<file path="src/rtl/assert_macros.svh">
// Assertion macros used by rtp_pack_core.
`ifndef ASSERT_MACROS_SVH
`define ASSERT_MACROS_SVH
`ifndef ASSERT_OFF
`define ASSERT_PROP(lbl, clk, rst_n, prop) \
	lbl: assert property (@(posedge clk) disable iff (!rst_n) prop) \
		else $error("assertion failed");
`define ASSERT_NEVER(lbl, clk, rst_n, cond) \
	lbl: assert property (@(posedge clk) disable iff (!rst_n) !(cond)) \
		else $error("forbidden condition seen");
`else
`define ASSERT_PROP(lbl, clk, rst_n, prop)
`define ASSERT_NEVER(lbl, clk, rst_n, cond)
`endif
`endif

</file>
<file path="src/rtl/rtp_pkg.sv">
// Types and constants of the raster to tile pixel packer.
`timescale 1ns / 1ps
package rtp_pkg;
	localparam int PIX_W    = 8;
	localparam int ADDR_W   = 21;
	localparam int CFG_W    = 11;
	localparam int CFG_IDX_W = 3;
	localparam int DIM_W    = 11;
	localparam logic [ADDR_W-1:0] HEADER_BYTES = 21'd2;

	localparam logic [CFG_IDX_W-1:0] REG_PIXEL_DEPTH_MODE  = 3'd0;
	localparam logic [CFG_IDX_W-1:0] REG_TILE_WIDTH_IS_16  = 3'd1;
	localparam logic [CFG_IDX_W-1:0] REG_TILE_HEIGHT_IS_16 = 3'd2;
	localparam logic [CFG_IDX_W-1:0] REG_IMAGE_WIDTH       = 3'd3;
	localparam logic [CFG_IDX_W-1:0] REG_IMAGE_HEIGHT      = 3'd4;

	localparam logic [1:0] DEPTH_2BPP = 2'd0;
	localparam logic [1:0] DEPTH_4BPP = 2'd1;
	localparam logic [1:0] DEPTH_8BPP = 2'd2;

	typedef struct packed {
		logic [1:0]       pixel_depth_mode;
		logic             tile_width_is_16;
		logic             tile_height_is_16;
		logic [DIM_W-1:0] image_width;
		logic [DIM_W-1:0] image_height;
	} cfg_t;

	// log2 of bits per pixel; the unused mode code packs 8 bits
	function automatic logic [1:0] depth_log2(input logic [1:0] mode);
		logic [1:0] r;
		case (mode)
			DEPTH_2BPP: r = 2'd1;
			DEPTH_4BPP: r = 2'd2;
			default:    r = 2'd3;
		endcase
		return r;
	endfunction
endpackage

</file>
<file path="src/rtl/rtp_px_if.sv">
// Pixel input channel.
`timescale 1ns / 1ps
interface rtp_px_if;
	logic                     valid;
	logic                     ready;
	logic [rtp_pkg::PIX_W-1:0] pixel_color;
	logic                     first_pixel;

	modport source (output valid, output pixel_color, output first_pixel, input ready);
	modport sink   (input valid, input pixel_color, input first_pixel, output ready);
endinterface

</file>
<file path="src/rtl/rtp_byte_if.sv">
// Packed byte output channel.
`timescale 1ns / 1ps
interface rtp_byte_if;
	logic                      valid;
	logic                      ready;
	logic [rtp_pkg::PIX_W-1:0]  byte_value;
	logic [rtp_pkg::ADDR_W-1:0] byte_address;
	logic                      last_byte;

	modport source (output valid, output byte_value, output byte_address, output last_byte,
		input ready);
	modport sink   (input valid, input byte_value, input byte_address, input last_byte,
		output ready);
endinterface

</file>
<file path="src/rtl/rtp_cfg_regs.sv">
// Configuration register file.
`timescale 1ns / 1ps
module rtp_cfg_regs (
	input  logic                          clk,
	input  logic                          arst_n,
	input  logic                          cfg_we,
	input  logic [rtp_pkg::CFG_IDX_W-1:0] cfg_index,
	input  logic [rtp_pkg::CFG_W-1:0]     cfg_wdata,
	output rtp_pkg::cfg_t                 cfg
);
	import rtp_pkg::*;

	cfg_t cfg_q;

	always_ff @(posedge clk or negedge arst_n) begin
		if (!arst_n) begin
			cfg_q.pixel_depth_mode  <= DEPTH_4BPP;
			cfg_q.tile_width_is_16  <= 1'b0;
			cfg_q.tile_height_is_16 <= 1'b0;
			cfg_q.image_width       <= 11'd64;
			cfg_q.image_height      <= 11'd64;
		end else if (cfg_we) begin
			case (cfg_index)
				REG_PIXEL_DEPTH_MODE:  cfg_q.pixel_depth_mode  <= cfg_wdata[1:0];
				REG_TILE_WIDTH_IS_16:  cfg_q.tile_width_is_16  <= cfg_wdata[0];
				REG_TILE_HEIGHT_IS_16: cfg_q.tile_height_is_16 <= cfg_wdata[0];
				REG_IMAGE_WIDTH:       cfg_q.image_width       <= cfg_wdata[DIM_W-1:0];
				REG_IMAGE_HEIGHT:      cfg_q.image_height      <= cfg_wdata[DIM_W-1:0];
				default: ;
			endcase
		end
	end

	assign cfg = cfg_q;
endmodule

</file>
<file path="src/rtl/rtp_pack_core.sv">
// Input register, raster position tracking, packing and address datapath.
`timescale 1ns / 1ps
`include "assert_macros.svh"
module rtp_pack_core #(
	parameter int MAX_WIDTH  = 1024,
	parameter int MAX_HEIGHT = 1024
) (
	input  logic          clk,
	input  logic          arst_n,
	input  rtp_pkg::cfg_t cfg,
	rtp_px_if.sink        pixel_in,
	rtp_byte_if.source    byte_out
);
	import rtp_pkg::*;

	localparam int CW    = $clog2(MAX_WIDTH);
	localparam int RW    = $clog2(MAX_HEIGHT);
	localparam int WW    = CW + 1;
	localparam int HW    = RW + 1;
	localparam int WCMP  = (WW > DIM_W) ? WW : DIM_W;
	localparam int HCMP  = (HW > DIM_W) ? HW : DIM_W;
	localparam int TIW   = WW + HW;
	localparam int SUM_W = ((TIW + 8 > ADDR_W) ? TIW + 8 : ADDR_W) + 1;

	// input stage
	logic            valid_s1;
	logic [PIX_W-1:0] color_s1;
	logic            first_s1;

	// state
	logic [CW-1:0]    col_q;
	logic [RW-1:0]    row_q;
	logic [PIX_W-1:0] acc_q;
	logic [1:0]       pib_q;

	// output stage
	logic              out_valid_q;
	logic [PIX_W-1:0]  byte_s2;
	logic [ADDR_W-1:0] addr_s2;
	logic              last_s2;

	logic s2_free, s1_adv, in_acc;

	assign s2_free = !out_valid_q || byte_out.ready;
	assign s1_adv  = valid_s1 && s2_free;
	assign pixel_in.ready = !valid_s1 || s2_free;
	assign in_acc  = pixel_in.valid && pixel_in.ready;

	// effective geometry
	logic [WCMP-1:0] w_cmp;
	logic [HCMP-1:0] h_cmp;
	logic [WW-1:0]   w_eff, w_full, tiles_x;
	logic [HW-1:0]   h_eff, h_full;
	logic [1:0]      lbpp;
	logic [2:0]      ltw, lth;

	always_comb begin
		w_cmp = WCMP'(cfg.image_width);
		h_cmp = HCMP'(cfg.image_height);
		if (w_cmp == '0)
			w_eff = WW'(1);
		else if (w_cmp > WCMP'(MAX_WIDTH))
			w_eff = WW'(MAX_WIDTH);
		else
			w_eff = w_cmp[WW-1:0];
		if (h_cmp == '0)
			h_eff = HW'(1);
		else if (h_cmp > HCMP'(MAX_HEIGHT))
			h_eff = HW'(MAX_HEIGHT);
		else
			h_eff = h_cmp[HW-1:0];
		lbpp    = depth_log2(cfg.pixel_depth_mode);
		ltw     = cfg.tile_width_is_16 ? 3'd4 : 3'd3;
		lth     = cfg.tile_height_is_16 ? 3'd4 : 3'd3;
		tiles_x = w_eff >> ltw;
		w_full  = tiles_x << ltw;
		h_full  = (h_eff >> lth) << lth;
	end

	// per pixel work
	logic [CW-1:0]     col;
	logic [RW-1:0]     row;
	logic [WW-1:0]     col_inc;
	logic [HW-1:0]     row_inc;
	logic [CW-1:0]     col_nx;
	logic [RW-1:0]     row_nx;
	logic              kept, emit;
	logic [1:0]        slot, slot_mask;
	logic [PIX_W-1:0]  color_m, acc_nx;
	logic [3:0]        used_bits, shamt;
	logic [TIW-1:0]    tile_index;
	logic [3:0]        tb_shift, col_low, row_low;
	logic [10:0]       in_tile_bits;
	logic [SUM_W-1:0]  addr_sum;
	logic              last_c;

	always_comb begin
		col = first_s1 ? '0 : col_q;
		row = first_s1 ? '0 : row_q;
		kept = (WW'(col) < w_full) && (HW'(row) < h_full);

		slot_mask = (lbpp == 2'd1) ? 2'd3 : ((lbpp == 2'd2) ? 2'd1 : 2'd0);
		slot      = col[1:0] & slot_mask;
		emit      = kept && (slot == slot_mask);

		color_m   = color_s1 & PIX_W'((9'd1 << (4'd1 << lbpp)) - 9'd1);
		used_bits = (4'(slot) + 4'd1) << lbpp;
		shamt     = 4'd8 - used_bits;
		if (slot == 2'd0)
			acc_nx = color_m << shamt;
		else
			acc_nx = acc_q | (color_m << shamt);

		tile_index = TIW'(row >> lth) * TIW'(tiles_x) + TIW'(col >> ltw);
		tb_shift   = 4'(ltw) + 4'(lth) + 4'(lbpp) - 4'd3;
		col_low    = 4'(col) & ((4'd1 << ltw) - 4'd1);
		row_low    = 4'(row) & ((4'd1 << lth) - 4'd1);
		in_tile_bits = ((11'(row_low) << ltw) + 11'(col_low)) << lbpp;
		addr_sum   = SUM_W'(HEADER_BYTES) + (SUM_W'(tile_index) << tb_shift)
			+ SUM_W'(in_tile_bits >> 3);
		last_c     = (HW'(row) == h_full - HW'(1)) && (WW'(col) == w_full - WW'(1));

		col_inc = WW'(col) + WW'(1);
		row_inc = HW'(row) + HW'(1);
		col_nx  = col_inc[CW-1:0];
		row_nx  = row;
		if (col_inc >= w_eff) begin
			col_nx = '0;
			row_nx = (row_inc >= h_eff) ? '0 : row_inc[RW-1:0];
		end
	end

	always_ff @(posedge clk or negedge arst_n) begin
		if (!arst_n) begin
			valid_s1    <= 1'b0;
			out_valid_q <= 1'b0;
			col_q       <= '0;
			row_q       <= '0;
			acc_q       <= '0;
			pib_q       <= '0;
		end else begin
			if (pixel_in.ready)
				valid_s1 <= pixel_in.valid;
			if (s2_free)
				out_valid_q <= valid_s1 && emit;
			if (s1_adv) begin
				col_q <= col_nx;
				row_q <= row_nx;
				if (kept) begin
					acc_q <= acc_nx;
					pib_q <= (slot + 2'd1) & slot_mask;
				end
			end
		end
	end

	always_ff @(posedge clk) begin
		if (in_acc) begin
			color_s1 <= pixel_in.pixel_color;
			first_s1 <= pixel_in.first_pixel;
		end
		if (s1_adv) begin
			byte_s2 <= acc_nx;
			addr_s2 <= addr_sum[ADDR_W-1:0];
			last_s2 <= last_c;
		end
	end

	assign byte_out.valid        = out_valid_q;
	assign byte_out.byte_value   = byte_s2;
	assign byte_out.byte_address = addr_s2;
	assign byte_out.last_byte    = last_s2;

	`ASSERT_PROP(a_accept_frees_stage, clk, arst_n, in_acc && valid_s1 |-> s1_adv)
	`ASSERT_PROP(a_no_result_no_valid, clk, arst_n, s1_adv && !emit |=> !out_valid_q)
	`ASSERT_PROP(a_emit_closes_byte, clk, arst_n, s1_adv && emit |=> pib_q == 2'd0)
	`ASSERT_NEVER(a_valid_without_input, clk, arst_n, out_valid_q && !$past(valid_s1)
		&& $past(s2_free))
endmodule

</file>
<file path="src/rtl/raster_to_tile_pixel_packer_top.sv">
// Top level of the raster to tile pixel packer.
`timescale 1ns / 1ps
// Usage:
//   pixel_in  : one indexed pixel per transaction in raster order; first_pixel
//               marks the top-left pixel and restarts the position counters.
//   byte_out  : one transaction per completed packed byte, with its offset in
//               the tile-ordered image (after a 2-byte header) and a flag on
//               the byte that completes the last full tile.
//   cfg port  : cfg_we/cfg_index/cfg_wdata write one register per cycle;
//               write only while no pixel is in flight.
// A byte passes the input register and then the result register before it is
//   presented on byte_out after the transaction of its last pixel.
// Throughput: one pixel per cycle while byte_out is not stalled; the counter update, one tile-index
//   multiply and the address add sit between the two registers.
// Pixels of partial edge tiles are consumed and produce nothing.
// Reset clears the pipeline, counters and accumulator and loads the default
//   configuration (4 bpp, 8x8 tiles, 64x64 image).
// When byte_out stalls, the result register holds and pixel_in keeps accepting
//   until the input register is also occupied.
module raster_to_tile_pixel_packer_top #(
	parameter int MAX_WIDTH  = 1024,
	parameter int MAX_HEIGHT = 1024
) (
	input  logic                          clk,
	input  logic                          arst_n,
	input  logic                          cfg_we,
	input  logic [rtp_pkg::CFG_IDX_W-1:0] cfg_index,
	input  logic [rtp_pkg::CFG_W-1:0]     cfg_wdata,
	rtp_px_if.sink                        pixel_in,
	rtp_byte_if.source                    byte_out
);
	import rtp_pkg::*;

	cfg_t cfg;

	rtp_cfg_regs u_cfg (
		.clk       (clk),
		.arst_n    (arst_n),
		.cfg_we    (cfg_we),
		.cfg_index (cfg_index),
		.cfg_wdata (cfg_wdata),
		.cfg       (cfg)
	);

	rtp_pack_core #(
		.MAX_WIDTH  (MAX_WIDTH),
		.MAX_HEIGHT (MAX_HEIGHT)
	) u_core (
		.clk      (clk),
		.arst_n   (arst_n),
		.cfg      (cfg),
		.pixel_in (pixel_in),
		.byte_out (byte_out)
	);
endmodule

</file>
<file path="src/flat_wrapper.sv">
// flat-port wrapper written by rule: the top's interface ports become plain ports
module raster_to_tile_pixel_packer_top_flat import rtp_pkg::*;
#(
	parameter int MAX_WIDTH  = 1024,
	parameter int MAX_HEIGHT = 1024
)
  (clk, arst_n, cfg_we, cfg_index, cfg_wdata, pixel_in_valid, pixel_in_pixel_color, pixel_in_first_pixel, pixel_in_ready, byte_out_valid, byte_out_byte_value, byte_out_byte_address, byte_out_last_byte, byte_out_ready);
  rtp_px_if pixel_in_i ();
  rtp_byte_if byte_out_i ();
  input  logic clk;
  input  logic arst_n;
  input  logic cfg_we;
  input  logic [rtp_pkg::CFG_IDX_W-1:0] cfg_index;
  input  logic [rtp_pkg::CFG_W-1:0] cfg_wdata;
  input wire logic [$bits(pixel_in_i.valid)-1:0] pixel_in_valid;
  input wire logic [$bits(pixel_in_i.pixel_color)-1:0] pixel_in_pixel_color;
  input wire logic [$bits(pixel_in_i.first_pixel)-1:0] pixel_in_first_pixel;
  output wire logic [$bits(pixel_in_i.ready)-1:0] pixel_in_ready;
  output wire logic [$bits(byte_out_i.valid)-1:0] byte_out_valid;
  output wire logic [$bits(byte_out_i.byte_value)-1:0] byte_out_byte_value;
  output wire logic [$bits(byte_out_i.byte_address)-1:0] byte_out_byte_address;
  output wire logic [$bits(byte_out_i.last_byte)-1:0] byte_out_last_byte;
  input wire logic [$bits(byte_out_i.ready)-1:0] byte_out_ready;
  assign pixel_in_i.valid = pixel_in_valid;
  assign pixel_in_i.pixel_color = pixel_in_pixel_color;
  assign pixel_in_i.first_pixel = pixel_in_first_pixel;
  assign pixel_in_ready = pixel_in_i.ready;
  assign byte_out_valid = byte_out_i.valid;
  assign byte_out_byte_value = byte_out_i.byte_value;
  assign byte_out_byte_address = byte_out_i.byte_address;
  assign byte_out_last_byte = byte_out_i.last_byte;
  assign byte_out_i.ready = byte_out_ready;
  raster_to_tile_pixel_packer_top #(.MAX_WIDTH(MAX_WIDTH), .MAX_HEIGHT(MAX_HEIGHT)) u_core (.clk(clk), .arst_n(arst_n), .cfg_we(cfg_we), .cfg_index(cfg_index), .cfg_wdata(cfg_wdata), .pixel_in(pixel_in_i), .byte_out(byte_out_i));
endmodule
</file>
<file path="config.mk">
export PLATFORM = sky130hd
export DESIGN_NAME = raster_to_tile_pixel_packer_top_flat
export DESIGN_NICKNAME = d
export VERILOG_FILES = /design/src/rtl/rtp_pkg.sv /design/src/rtl/rtp_px_if.sv /design/src/rtl/rtp_byte_if.sv /design/src/rtl/rtp_cfg_regs.sv /design/src/rtl/rtp_pack_core.sv /design/src/rtl/raster_to_tile_pixel_packer_top.sv /design/src/flat_wrapper.sv
export VERILOG_INCLUDE_DIRS = /design/src /design/src/rtl
export SDC_FILE = /design/constraint.sdc
export NUM_CORES = 1
export LEC_CHECK = 0
export BUFFER_PORTS_ARGS = -buffer_cell sky130_fd_sc_hd__buf_2
export CORE_ASPECT_RATIO = 1.25
export CORE_MARGIN = 2
export CORE_UTILIZATION = 55
export CTS_CLUSTER_DIAMETER = 60
export CTS_CLUSTER_SIZE = 12
export DETAILED_ROUTE_END_ITERATION = 6
export PLACE_DENSITY_LB_ADDON = 0.05
export SETUP_SLACK_MARGIN = 0.4
export SKIP_CTS_REPAIR_TIMING = 1
export SLEW_MARGIN = 20
export SYNTH_ARGS = -nofsm -noshare
export SYNTH_HDL_FRONTEND = slang
export SYNTH_SLANG_ARGS = --single-unit
</file>
<file path="constraint.sdc">
create_clock -name clk -period 10.35 [get_ports clk]
set_clock_uncertainty 0.05 [all_clocks]
set_input_delay 1.035 -clock clk [delete_from_list [all_inputs] [get_ports clk]]
set_output_delay 1.035 -clock clk [all_outputs]
set_load 0.01 [all_outputs]
</file>
Word level (Yosys, flattened, before mapping) --
Index checks and enable logic that the tools add are counted.
Word-level totals: output and inout bits 32, logic and storage cells 104, flip-flop bits (word level) 95
Cells by class: shift-type cells 15, add/subtract/negate cells 16, bitwise operators 5, multipliers 1, multiplexer cells 15, order comparisons 6, reductions and logical operators 21, equality and inequality tests 10
Operators with widths (number):
- 10-bit 2-to-1 mux | 5
- 11-bit 2-to-1 mux | 4
- 10-bit by 3-bit right shift with 22-bit output | 2
- 10-bit by 1-bit adder with 11-bit output (second input constant) | 2
- 22-bit adder | 1
- 10-bit by 11-bit == test with 1-bit output | 2
- 11-bit greater-or-equal comparator | 2
- 11-bit > comparator (second input constant) | 2
- 11-bit zero test | 2
- 10-bit by 11-bit < comparator with 1-bit output | 2
- 22-bit by 11-bit multiplier with 22-bit output | 1
- 11-bit by 3-bit left shift with 11-bit output | 2
- 22-bit by 4-bit left shift with 21-bit output | 1
- 11-bit by 3-bit right shift with 11-bit output | 2
- 11-bit by 1-bit subtractor with 11-bit output (second input constant) | 2
- 2-bit by 21-bit adder with 21-bit output (first input constant) | 1
- 21-bit by 8-bit adder with 21-bit output | 1
- 2-bit AND reduction | 6
- 11-bit by 4-bit adder with 11-bit output | 1
- 11-bit by 2-bit left shift with 11-bit output | 1
- 4-bit by 3-bit left shift with 11-bit output | 1
- 4-bit AND | 2
- 8-bit AND | 1
- 8-bit 2-to-1 mux | 1
- 29 further kinds | 42

Depth between registers and ports, before layout --
Gate-level depths: netlist of run 1.
depth after elaboration 12, mapped depth 33

By module --
Synthesis of run 1 repeated with hierarchy kept, for this count alone.
Unflattened totals: cell total of the unflattened synthesis 1418, area total of the unflattened synthesis 12458.2 um2
Modules (own cells, without submodules):
- rtp_pack_core | area each 11402.2 um2, sequential area each 1921.8 um2, cells each 1359, instances 1
- rtp_cfg_regs | area each 1056.0 um2, sequential area each 654.4 um2, cells each 59, instances 1

Worst setup path after synthesis of run 1 --
Ideal clock, no wire load.
path type flip-flop to flip-flop, start point register u_core.u_core.first_s1, end point register u_core.u_core.addr_s2[19], in the netlist u_core.u_core.byte_out.byte_address[19], data pin, buffers on the path 2, library setup time 0.265 ns, cell stages (with the launch flop) 30, path slack 2.852 ns, arrival 7.183 ns, period minus slack after synthesis 7.498 ns, path through edfxtp_1 clkbuf_1 clkbuf_1 nand2b_1 inv_1 nand2_1 a21boi_0 nor2_1 fa_1 ha_1 fa_1 inv_1 fa_1 fa_1 inv_1 ha_1 or2_2 o22ai_1 xnor2_1 mux4_2 a21oi_1 nor2_1 ha_1 ha_1 a21boi_0 o21ai_0 a211oi_1 nand4_1 nor3_2 xnor2_1
Between the ends: cells in the longest elaborated chain, start to end 7, elaborated cells on any way between the ends 14
Ends and longest elaborated chain:
- from (decl) | line rtp_pack_core.sv:28 | logic first_s1;
- from (signal assigned) | line rtp_pack_core.sv:160 | first_s1 <= pixel_in.first_pixel;
- 10-bit 2-to-1 mux | line rtp_pack_core.sv:99 | row = first_s1 ? '0 : row_q;
- 10-bit by 3-bit right shift with 22-bit output | line rtp_pack_core.sv:114 | tile_index = TIW'(row >> lth) * TIW'(tiles_x) + TIW'(col >> ltw);
- 22-bit by 11-bit multiplier with 22-bit output | line rtp_pack_core.sv:114
- 22-bit adder | line rtp_pack_core.sv:114
- 22-bit by 4-bit left shift with 21-bit output | line rtp_pack_core.sv:119 | addr_sum = SUM_W'(HEADER_BYTES) + (SUM_W'(tile_index) << tb_shift)
- 2-bit by 21-bit adder with 21-bit output | line rtp_pack_core.sv:119
- 21-bit by 8-bit adder with 21-bit output (*) | line rtp_pack_core.sv:120 | + SUM_W'(in_tile_bits >> 3);
- named net u_core.u_core.addr_sum[19] | line rtp_pack_core.sv:94 | logic [SUM_W-1:0] addr_sum;
- to (signal assigned) | line rtp_pack_core.sv:164 | addr_s2 <= addr_sum[ADDR_W-1:0];
- to (decl) | line rtp_pack_core.sv:39 | logic [ADDR_W-1:0] addr_s2;
Mark *: on every way through the listed nets, which the timed path passes. The rest lies on a longest branch. A chain may end at the register's enable or synchronous reset.

Worst setup path after layout of run 1 --
start point register u_core.u_cfg.cfg_q, in the netlist u_core.u_cfg.cfg[23], end point register u_core.u_core.addr_s2[17], in the netlist u_core.u_core.byte_out.byte_address[17], data pin
Between the ends: cells in the longest elaborated chain, start to end 7, elaborated cells on any way between the ends 17
Ends and longest elaborated chain:
- from (decl) | line rtp_cfg_regs.sv:13 | cfg_t cfg_q;
- 3-bit 2-to-1 mux (*) | line rtp_pack_core.sv:73 | ltw = cfg.tile_width_is_16 ? 3'd4 : 3'd3;
- 11-bit by 3-bit right shift with 11-bit output (tied with other cells) | line rtp_pack_core.sv:75 | tiles_x = w_eff >> ltw;
- 22-bit by 11-bit multiplier with 22-bit output (tied with other cells) | line rtp_pack_core.sv:114
- 22-bit adder (tied with other cells) | line rtp_pack_core.sv:114
- 22-bit by 4-bit left shift with 21-bit output / 11-bit by 4-bit adder with 11-bit output (equally long branches) | line rtp_pack_core.sv:119, rtp_pack_core.sv:118
- 2-bit by 21-bit adder with 21-bit output / 11-bit by 2-bit left shift with 11-bit output (equally long branches) | line rtp_pack_core.sv:119, rtp_pack_core.sv:118
- 21-bit by 8-bit adder with 21-bit output (*) | line rtp_pack_core.sv:120
- named net u_core.u_core.addr_sum[17] | line rtp_pack_core.sv:94
Marks and branches as above.

==> metrics, run 1 <==
status finished, final reports clean; post-synthesis simple-gate area fraction 18.10%; fin cells between 1.5k and 2k; Die X-Extent 138.8 um; Worst Tran Pin Value 0.8826 ns; antenna cells 0; Via density 5.724; Buf/Inv on CP 6; gpl congestion 0.9088; GRT Overall Usage about 26%; Critical Path End Type flop; Syn Inst Count about 1.5k; Worst slew margin just over 40%; Register Area approximately 2600 um^2; clock share of power 8.9%; initial antenna violation count 0; Clock Tree Root clkbuf_16; pre-CTS setup slack 2.098 ns; P_sw approximately 1900 uW; max incr delay on CP 0.71 ns; slowest CP cell mux2i_1; Clock Tree Buf Depth 2; XOR/XNOR Fraction of Synth Area 3.999%; largest net degree at the start of global routing 57; Remaining DRCs 0; Area Overhead vs Synth 8.329%; pwr dens 275.6 nW/um^2; die area 23930 um^2; layout net count between 1.5k and 2k; top cells by area, synth fa_1 14%, ha_1 14%, dfrtp_1 11%; Setup Crit Path Kind reg -> reg; worst-skew pair later-pin latency 0.37 ns; 1st-pass router iterations 5; synthesized flop and latch total 95; Area after DPL 13240 um^2; post-synthesis mux area share 4.781%; Post-Syn Area 12480 um^2; post-DR wirelength/cell 16.15 um; Required @ worst endpoint about 10 ns; Port Buffer Count 59; vias in the first global route around 10k; clk slew on worst S/H paths 0.08 ns; final period utilization 80.76%; Post-Synth Adder-Cell Area between 20% and 30%; Synth area leader fa_1; RSZ-0062 raised after global routing false; via count roughly 11k; crit start category flop; Final Hold Vio Count 0; GR Overflow Total 0; final period demand of the worst path 8.359 ns; CTS tree built; Layout Cell Area excl Fill 13520 um^2; syn avg cell area 8.591 um^2; Final Max Slew Viols 0; worst vdd ir roughly 0.26 mV; H-tree Lvls 3; filler instances 2045; cell mode on critical path ha_1; Max-cap violations 0; final setup TNS 0 ns; EDFF count, synth 39; Pleak 0.006517 uW; crit-path leading delay family adder cells; Hold WC Path Type reg -> reg; top cell type's share of synthesized area 13.79%; iteration-0 DRC count of the detailed router just under 800; CTS sink count 95; final WL 29630 um; first-pass GRT wire length slightly above 50000 um; combinational family with the most area after synthesis adder cells; layout cell share with drive strength beyond 1 10.05%; post-synthesis sequential area ratio 20.64%; Critical Path AT between 8 and 9 ns; Post-DP HPWL 23810 um; Core Region 22290 um^2; Die Span Y 172.4 um; switching portion of total power a little over 50%; sequential share of power 17.0%; f_max around 0.12 GHz; Reg2Reg Setup Slack 1.99 ns; CP Max Fanout 31; IO Count 60; final worst setup slack approximately 2 ns; async set-reset flop share out of synthesis 58.95%; row cnt 61; Syn. warnings 0; multi-input logic area 9264 um^2; placed cell count 1819; Comb pwr share 74.0%; cell internal pwr 1810 uW; ys flop type dfrtp_1; Netlist cell types 95; post-synthesis compound-gate area fraction 17.84%; CTS buffer count 9; Final ANT Viol Nets 0; Final Setup Violations 0; Initial Util 56.01%
[logic make-up (layout without fill, tap and decap cells)]
group	Yosys count	after routing
adder cells (fa/ha/maj)	221	221
XOR/XNOR	57	57
AND/OR/NAND/NOR	469	469
other	2	72
buffers and inverters	234	263
AO/OA/AOI/OAI	323	323
multiplexers	52	52
flip-flops	95	95
[worst reg2reg max path: cells and delay by family (launching register included)]
kind | cells | cell delay, ns
compound gates | 6 | 1.46
xor+xnor | 2 | 0.34
fa+ha+maj | 8 | 2.82
buf+inv | 6 | 1.03
flops | 1 | 0.33
mux | 3 | 1.25
simple gates | 4 | 0.82
[cell usage in the layout, fill, tap and decap left out, types with 12 or more instances in the layout]
master,instances
nor2_1,104
buf_2,59
and3_1,22
fa_1,86
mux2_2,36
edfxtp_1,39
o211ai_1,13
nand2_1,162
xor2_1,17
nand4_1,12
and2_1,14
nand2b_1,32
nor3_1,34
conb_1,72
dfrtp_1,53
o21ai_0,68
a31oi_1,15
ha_1,135
xnor2_1,40
mux2i_1,12
o21a_1,23
nand3_1,29
nor2b_1,21
a21o_1,20
a21oi_1,57
o21ai_1,13
inv_1,171
[Yosys cell counts (7+ instances only)]
cell / number
mux2i_1: 12
xor2_1: 17
nor3_1: 34
nand3_1: 29
edfxtp_1: 39
a21oi_1: 57
and2_1: 14
dfrtp_1: 53
a311oi_1: 8
ha_1: 135
buf_2: 7
a21o_1: 20
clkbuf_1: 44
mux2_2: 36
a21boi_0: 11
o21ai_0: 68
o21a_1: 23
nor2b_1: 21
nor2_1: 104
nand4_1: 12
a211o_1: 7
nand2_1: 162
xnor2_1: 40
a211oi_1: 10
o211ai_1: 13
fa_1: 86
a31oi_1: 15
nand2b_1: 32
o21ai_1: 13
inv_1: 172
o22ai_1: 10
and3_1: 22
[routing by layer]
metal	vias to the layer above	global-route usage (%)	share of wire (%)	routed length, um
met4	0	8.300	2.5	750
met2	233	47.61	52	15260
met5	-	0	0	0
li1	5158	-	-	-
met3	48	2.243	3.3	968
met1	5064	31.97	43	12650
[power groups by stage]
stage	Sequential (uW)	Clock, uW	Combinational, uW
floorplan	641	0	2130
global placement	638	0	2670
detailed placement	641	0	2690
CTS	634	340	2700
global route	649	351	3080
finish	635	332	2760
[flip-flops by register name (all words and copies together) (netlist names)]
| signal | count |
|---|---|
| u_core.u_cfg.cfg | 26 |
| u_core.u_core.acc_q | 8 |
| u_core.u_core.byte_out.byte_address | 21 |
| u_core.u_core.byte_out.byte_value | 8 |
| u_core.u_core.byte_out.last_byte | 1 |
| u_core.u_core.byte_out.valid | 1 |
| u_core.u_core.col_q | 10 |
| u_core.u_core.color_s1 | 8 |
| u_core.u_core.first_s1 | 1 |
| u_core.u_core.row_q | 10 |
| u_core.u_core.valid_s1 | 1 |
[worst paths after layout]
check                                                   start                                                end  depth (start not counted)
setup / recovery             u_core.u_cfg.cfg[23]$_DFFE_PN0P_  u_core.u_core.byte_out.byte_address[17]$_DFFE_PP_                         29
hold / removal             u_core.u_core.col_q[9]$_DFFE_PN0P_                 u_core.u_core.col_q[9]$_DFFE_PN0P_                          2
setup reg to reg             u_core.u_cfg.cfg[23]$_DFFE_PN0P_  u_core.u_core.byte_out.byte_address[17]$_DFFE_PP_                         29
hold reg to reg            u_core.u_core.col_q[9]$_DFFE_PN0P_                 u_core.u_core.col_q[9]$_DFFE_PN0P_                          2
max in group asynchronous                              arst_n                 u_core.u_core.acc_q[0]$_DFFE_PN0P_                          2
min in group asynchronous                              arst_n                    u_core.u_cfg.cfg[9]$_DFFE_PN0P_                          2
[final cells by class]
| cell class | instances | area share, % |
|---|---|---|
| repair buffers | 70 | 2.794 |
| well taps | 283 | 2.618 |
| clock buffers | 9 | 1.665 |
| clock inverters | 7 | 0.4534 |
| flip-flops and latches | 95 | 19.05 |
| inverters | 177 | 4.913 |
| multi-input cells | 1194 | 68.50 |
[through the flow]
step	utilization, %	total power (uW)	hold WS, ns
floorplan	-	2770	0.4057
global placement	59.39	3305	0.4269
detailed placement	59.39	3331	0.4421
CTS	60.68	3678	0.4594
global route	60.68	4085	0.4728
finish	60.68	3727	0.4567
Power figures use the tool's default switching activity.
==> inputs of run 2 (changes only) <==
clock period = 7.6 ns   (was 10.35 ns; I/O delays follow)
==> metrics, run 2 (same netlist as run 1, synthesis figures left out) <==
status finished, final reports clean; Core Region around 22000 um^2; largest net degree at the start of global routing 57; placed cell count 1863; Remaining DRCs 0; fin cells about 1.9k; Setup Crit Path Kind reg -> reg; multi-input logic area approximately 10000 um^2; Critical Path AT 7.06 ns; Die Span Y roughly 170 um; Register Area around 2600 um^2; final WL 32690 um; Post-DP HPWL 25310 um; Final ANT Viol Nets 0; Die X-Extent 138.8 um; slowest CP cell mux4_2; Final Max Slew Viols 0; Clock Tree Buf Depth 2; CTS sink count 95; r2r endpoint u_core.u_core.byte_out.byte_address[19]$_DFFE_PP_; clk slew on worst S/H paths ~0.080 ns; Clock Tree Root clkbuf_16; f_max 0.1431 GHz; Required @ worst endpoint 7.67 ns; CTS tree built; cells on worst reg2reg path 28; Final Setup Violations 0; Hold WC Path Type reg -> reg; final period demand of the worst path 6.988 ns; H-tree Lvls 3; final setup TNS 0 ns; Reg2Reg Setup Slack 0.61 ns; final period utilization 91.95%; CP Max Fanout 20; most common cell after layout, fill and taps aside inv_1; Worst Tran Pin Value 1.050 ns; iteration-0 DRC count of the detailed router 758; most frequent cells in the layout 167 x inv_1, 159 x nand2_1, 120 x ha_1, 96 x nor2_1, 85 x fa_1; Pleak 0.007021 uW; Worst slew margin 29.67%; crit start category flop; Critical Path End Type flop; layout net count 1873; Area Overhead vs Synth 18.89%; Total Power ~6000 uW; IO Count 60; Final Hold Vio Count 0; first-pass GRT wire length ~53000 um; row cnt 61; Via density about 5.8; Max-cap violations 0; pwr dens 397.5 nW/um^2; worst vdd ir 0.4055 mV; RSZ-0062 raised after global routing false; filler instances 1863; Hold Path End u_core.u_core.col_q[5]$_DFFE_PN0P_; final core occ around 67%; vias in the first global route 10.73k; antenna cells 0; gpl congestion between 0.9 and 1; worst-skew pair later-pin latency 0.36 ns; post-DR wirelength/cell 17.10 um; GR Overflow Total 0; min-delay src u_core.u_core.col_q[5]$_DFFE_PN0P_; 1st-pass router iterations 5; Initial Util 56.01%; hold depth 2; layout cell share with drive strength beyond 1 around a fifth; max incr delay on CP 0.54 ns; RR Startpoint u_core.u_core.first_s1$_DFFE_PP_; CTS buffer count 9; Port Buffer Count 59; die area roughly 24000 um^2; initial antenna violation count 0; via count 11.01k; GRT Overall Usage 27.18%; max reg flops 26
run 2: power breakdown:
part	switching, uW	internal, uW	total (uW)
sequential	120	754	874
clock	228	230	457
combinational	2650	1920	4570
run 2: critical path, delay by kind of cell, from the launching register on:
| family | cells | cell delay (ns) |
|---|---|---|
| AND/OR/NAND/NOR | 6 | 1.00 |
| AO/OA/AOI/OAI | 6 | 0.99 |
| adder cells (fa/ha/maj) | 8 | 2.88 |
| flip-flops | 1 | 0.53 |
| XOR/XNOR | 2 | 0.24 |
| multiplexers | 1 | 0.54 |
| buffers and inverters | 5 | 0.52 |
run 2: routing by layer:
metal / GRT usage [%] / wire length, um / vias up / part of all wire, %
met3: 2.714 / 1088 / 61 / 3.3
met5: 0 / 0 / - / 0
met4: 9.794 / 952 / 0 / 2.9
met2: 50.67 / 17270 / 258 / 53
li1: - / - / 5304 / -
met1: 32.79 / 13380 / 5387 / 41
run 2: final cells by class:
cell class | count | share of cell area (%)
Multi-Input combinational cell | 1194 | 67.23
Tap cell | 283 | 2.386
Timing Repair Buffer | 147 | 6.559
Clock inverter | 7 | 0.4468
Clock buffer | 9 | 1.517
Inverter | 177 | 4.476
Sequential cell | 95 | 17.38
run 2: how the worst max path moves through the flow:
stage / start / end / slack (ns) / depth (start not counted)
after floorplan: u_core.u_cfg.cfg[21]$_DFFE_PN0P_ / u_core.u_core.byte_out.byte_address[20]$_DFFE_PP_ / 0.41 / 28
final: u_core.u_core.first_s1$_DFFE_PP_ / u_core.u_core.byte_out.byte_address[19]$_DFFE_PP_ / 0.61 / 28
after detailed placement: u_core.u_cfg.cfg[21]$_DFFE_PN0P_ / u_core.u_core.byte_out.byte_address[20]$_DFFE_PP_ / 0.04 / 24
after global routing: u_core.u_core.first_s1$_DFFE_PP_ / u_core.u_core.byte_out.byte_address[19]$_DFFE_PP_ / 0.32 / 28
after global placement: u_core.u_cfg.cfg[21]$_DFFE_PN0P_ / u_core.u_core.byte_out.byte_address[20]$_DFFE_PP_ / 0.12 / 23
after CTS: u_core.u_cfg.cfg[21]$_DFFE_PN0P_ / u_core.u_core.byte_out.byte_address[20]$_DFFE_PP_ / 0.02 / 24
run 2: stage by stage:
step,area (um^2),hold slack [ns],setup slack [ns]
floorplan,12760,0.4057,0.4114
global placement,13580,0.4315,0.1224
detailed placement,13580,0.4442,0.03904
CTS,13870,0.4613,0.01849
global route,14840,0.4785,0.3173
finish,14840,0.4610,0.6119
==> inputs of run 3 (changes only) <==
CORE_MARGIN = 1.5   (was 2)
==> metrics, run 3 (same netlist as run 1, synthesis figures left out) <==
most frequent cells in the layout 168 x inv_1, 160 x nand2_1, 123 x ha_1, 100 x nor2_1, 85 x fa_1; Clock Tree Buf Depth 2; Die Span Y 171.4 um; Core Region approximately 22000 um^2; slowest CP cell fa_1; CP Max Fanout 6; max incr delay on CP between 0.5 and 0.6 ns; CTS sink count 95; via count approximately 11k; final period demand of the worst path ~7 ns; Remaining DRCs 0; max reg flops 26; CTS buffer count 9; GR Overflow Total 0; Pleak ~0.007 uW; Final Max Slew Viols 0; Critical Path AT approximately 7.0 ns; clk slew on worst S/H paths 0.07 ns; f_max 0.1430 GHz; cell mode on critical path fa_1; Area after DPL 13590 um^2; Critical Path End Type flop; initial antenna violation count 0; Port Buffer Count 59; layout cell share with drive strength beyond 1 18.97%; post-DR wirelength/cell 16.48 um; layout net count 1868; Final ANT Viol Nets 0; CTS tree built; vias in the first global route 10.56k; iteration-0 DRC count of the detailed router 596; worst-skew pair later-pin latency 0.36 ns; Post-DP HPWL approximately 25000 um; Final Hold Vio Count 0; Max-cap violations 0; H-tree Lvls 3; row cnt a little over 60; final period utilization 91.99%; largest net degree at the start of global routing 57; Layout Cell Area excl Fill 14600 um^2; IO Count 60; Area Overhead vs Synth 16.94%; Final Setup Violations 0; Worst Tran Pin Value approximately 1.0 ns; Initial Util 56.01%; fin cells 1907; Clock Tree Root clkbuf_16; gpl congestion 0.9046; pwr dens 386.7 nW/um^2; final WL 31430 um; die area 23620 um^2; crit start category flop; placed cell count 1865; Setup Crit Path Kind reg -> reg; Hold WC Path Type reg -> reg; Required @ worst endpoint 7.65 ns; Total Power 5646 uW; most common cell after layout, fill and taps aside inv_1; Via density 5.660; 1st-pass router iterations 5; final setup TNS 0 ns; GRT Overall Usage between 20% and 30%; Worst slew margin 30.63%; worst vdd ir 0.3422 mV; status finished, final reports clean; RSZ-0062 raised after global routing false; Die X-Extent around 140 um; first-pass GRT wire length between 50000 and 60000 um; antenna cells 0
[run 3: final timing paths]
| path | slack (ns) | cells after the start | startpoint | to |
|---|---|---|---|---|
| max | 0.61 | 29 | u_core.u_core.first_s1$_DFFE_PP_ | u_core.u_core.byte_out.byte_address[20]$_DFFE_PP_ |
| min | 0.46 | 2 | u_core.u_core.col_q[7]$_DFFE_PN0P_ | u_core.u_core.col_q[7]$_DFFE_PN0P_ |
| max reg2reg | 0.61 | 29 | u_core.u_core.first_s1$_DFFE_PP_ | u_core.u_core.byte_out.byte_address[20]$_DFFE_PP_ |
| min reg2reg | 0.46 | 2 | u_core.u_core.col_q[7]$_DFFE_PN0P_ | u_core.u_core.col_q[7]$_DFFE_PN0P_ |
| max in group asynchronous | 6.45 | 2 | arst_n | u_core.u_cfg.cfg[22]$_DFFE_PN0P_ |
| min in group asynchronous | 0.50 | 2 | arst_n | u_core.u_cfg.cfg[9]$_DFFE_PN0P_ |
[run 3: cell type report]
cell class,count,area (um^2)
sequential,95,2580
multi-input combinational,1194,9796
fill,1954,7689
tap,283,354.1
clock inverter,5,41.29
clock buffer,11,232.7
timing repair buffer,142,927.1
inverter,177,666.9
[run 3: metrics by stage]
stage	hold slack (ns)	utilization, %	worst slack [ns]
2_1_floorplan	0.4057	-	0.4114
3_3_place_gp	0.4275	60.98	0.1069
3_5_place_dp	0.4440	60.98	0.1260
4_1_cts	0.4597	62.21	0.08722
5_1_grt	0.4778	65.50	0.3317
6_report	0.4590	65.50	0.6091
[run 3: power by group]
part | switching, uW | internal (uW) | total, uW
registers | 113 | 754 | 867
logic | 2510 | 1830 | 4340
clock network | 208 | 225 | 434
[run 3: critical path, delay by kind of cell, from the launching register on]
| family | cells | cell delay [ns] |
|---|---|---|
| AOI/OAI and AO/OA | 8 | 1.16 |
| xor gates and xnor gates | 1 | 0.09 |
| adders and majority gates | 8 | 3.14 |
| buffers and inverters | 3 | 0.19 |
| DFF | 1 | 0.49 |
| muxes | 1 | 0.28 |
| and+or+nand+nor | 8 | 1.33 |
[run 3: per-layer routing]
layer,wire length [um],global-route usage (%)
met5,0,0
met4,1090,10.42
met3,1275,3.183
met2,16220,49.46
met1,12850,32.55
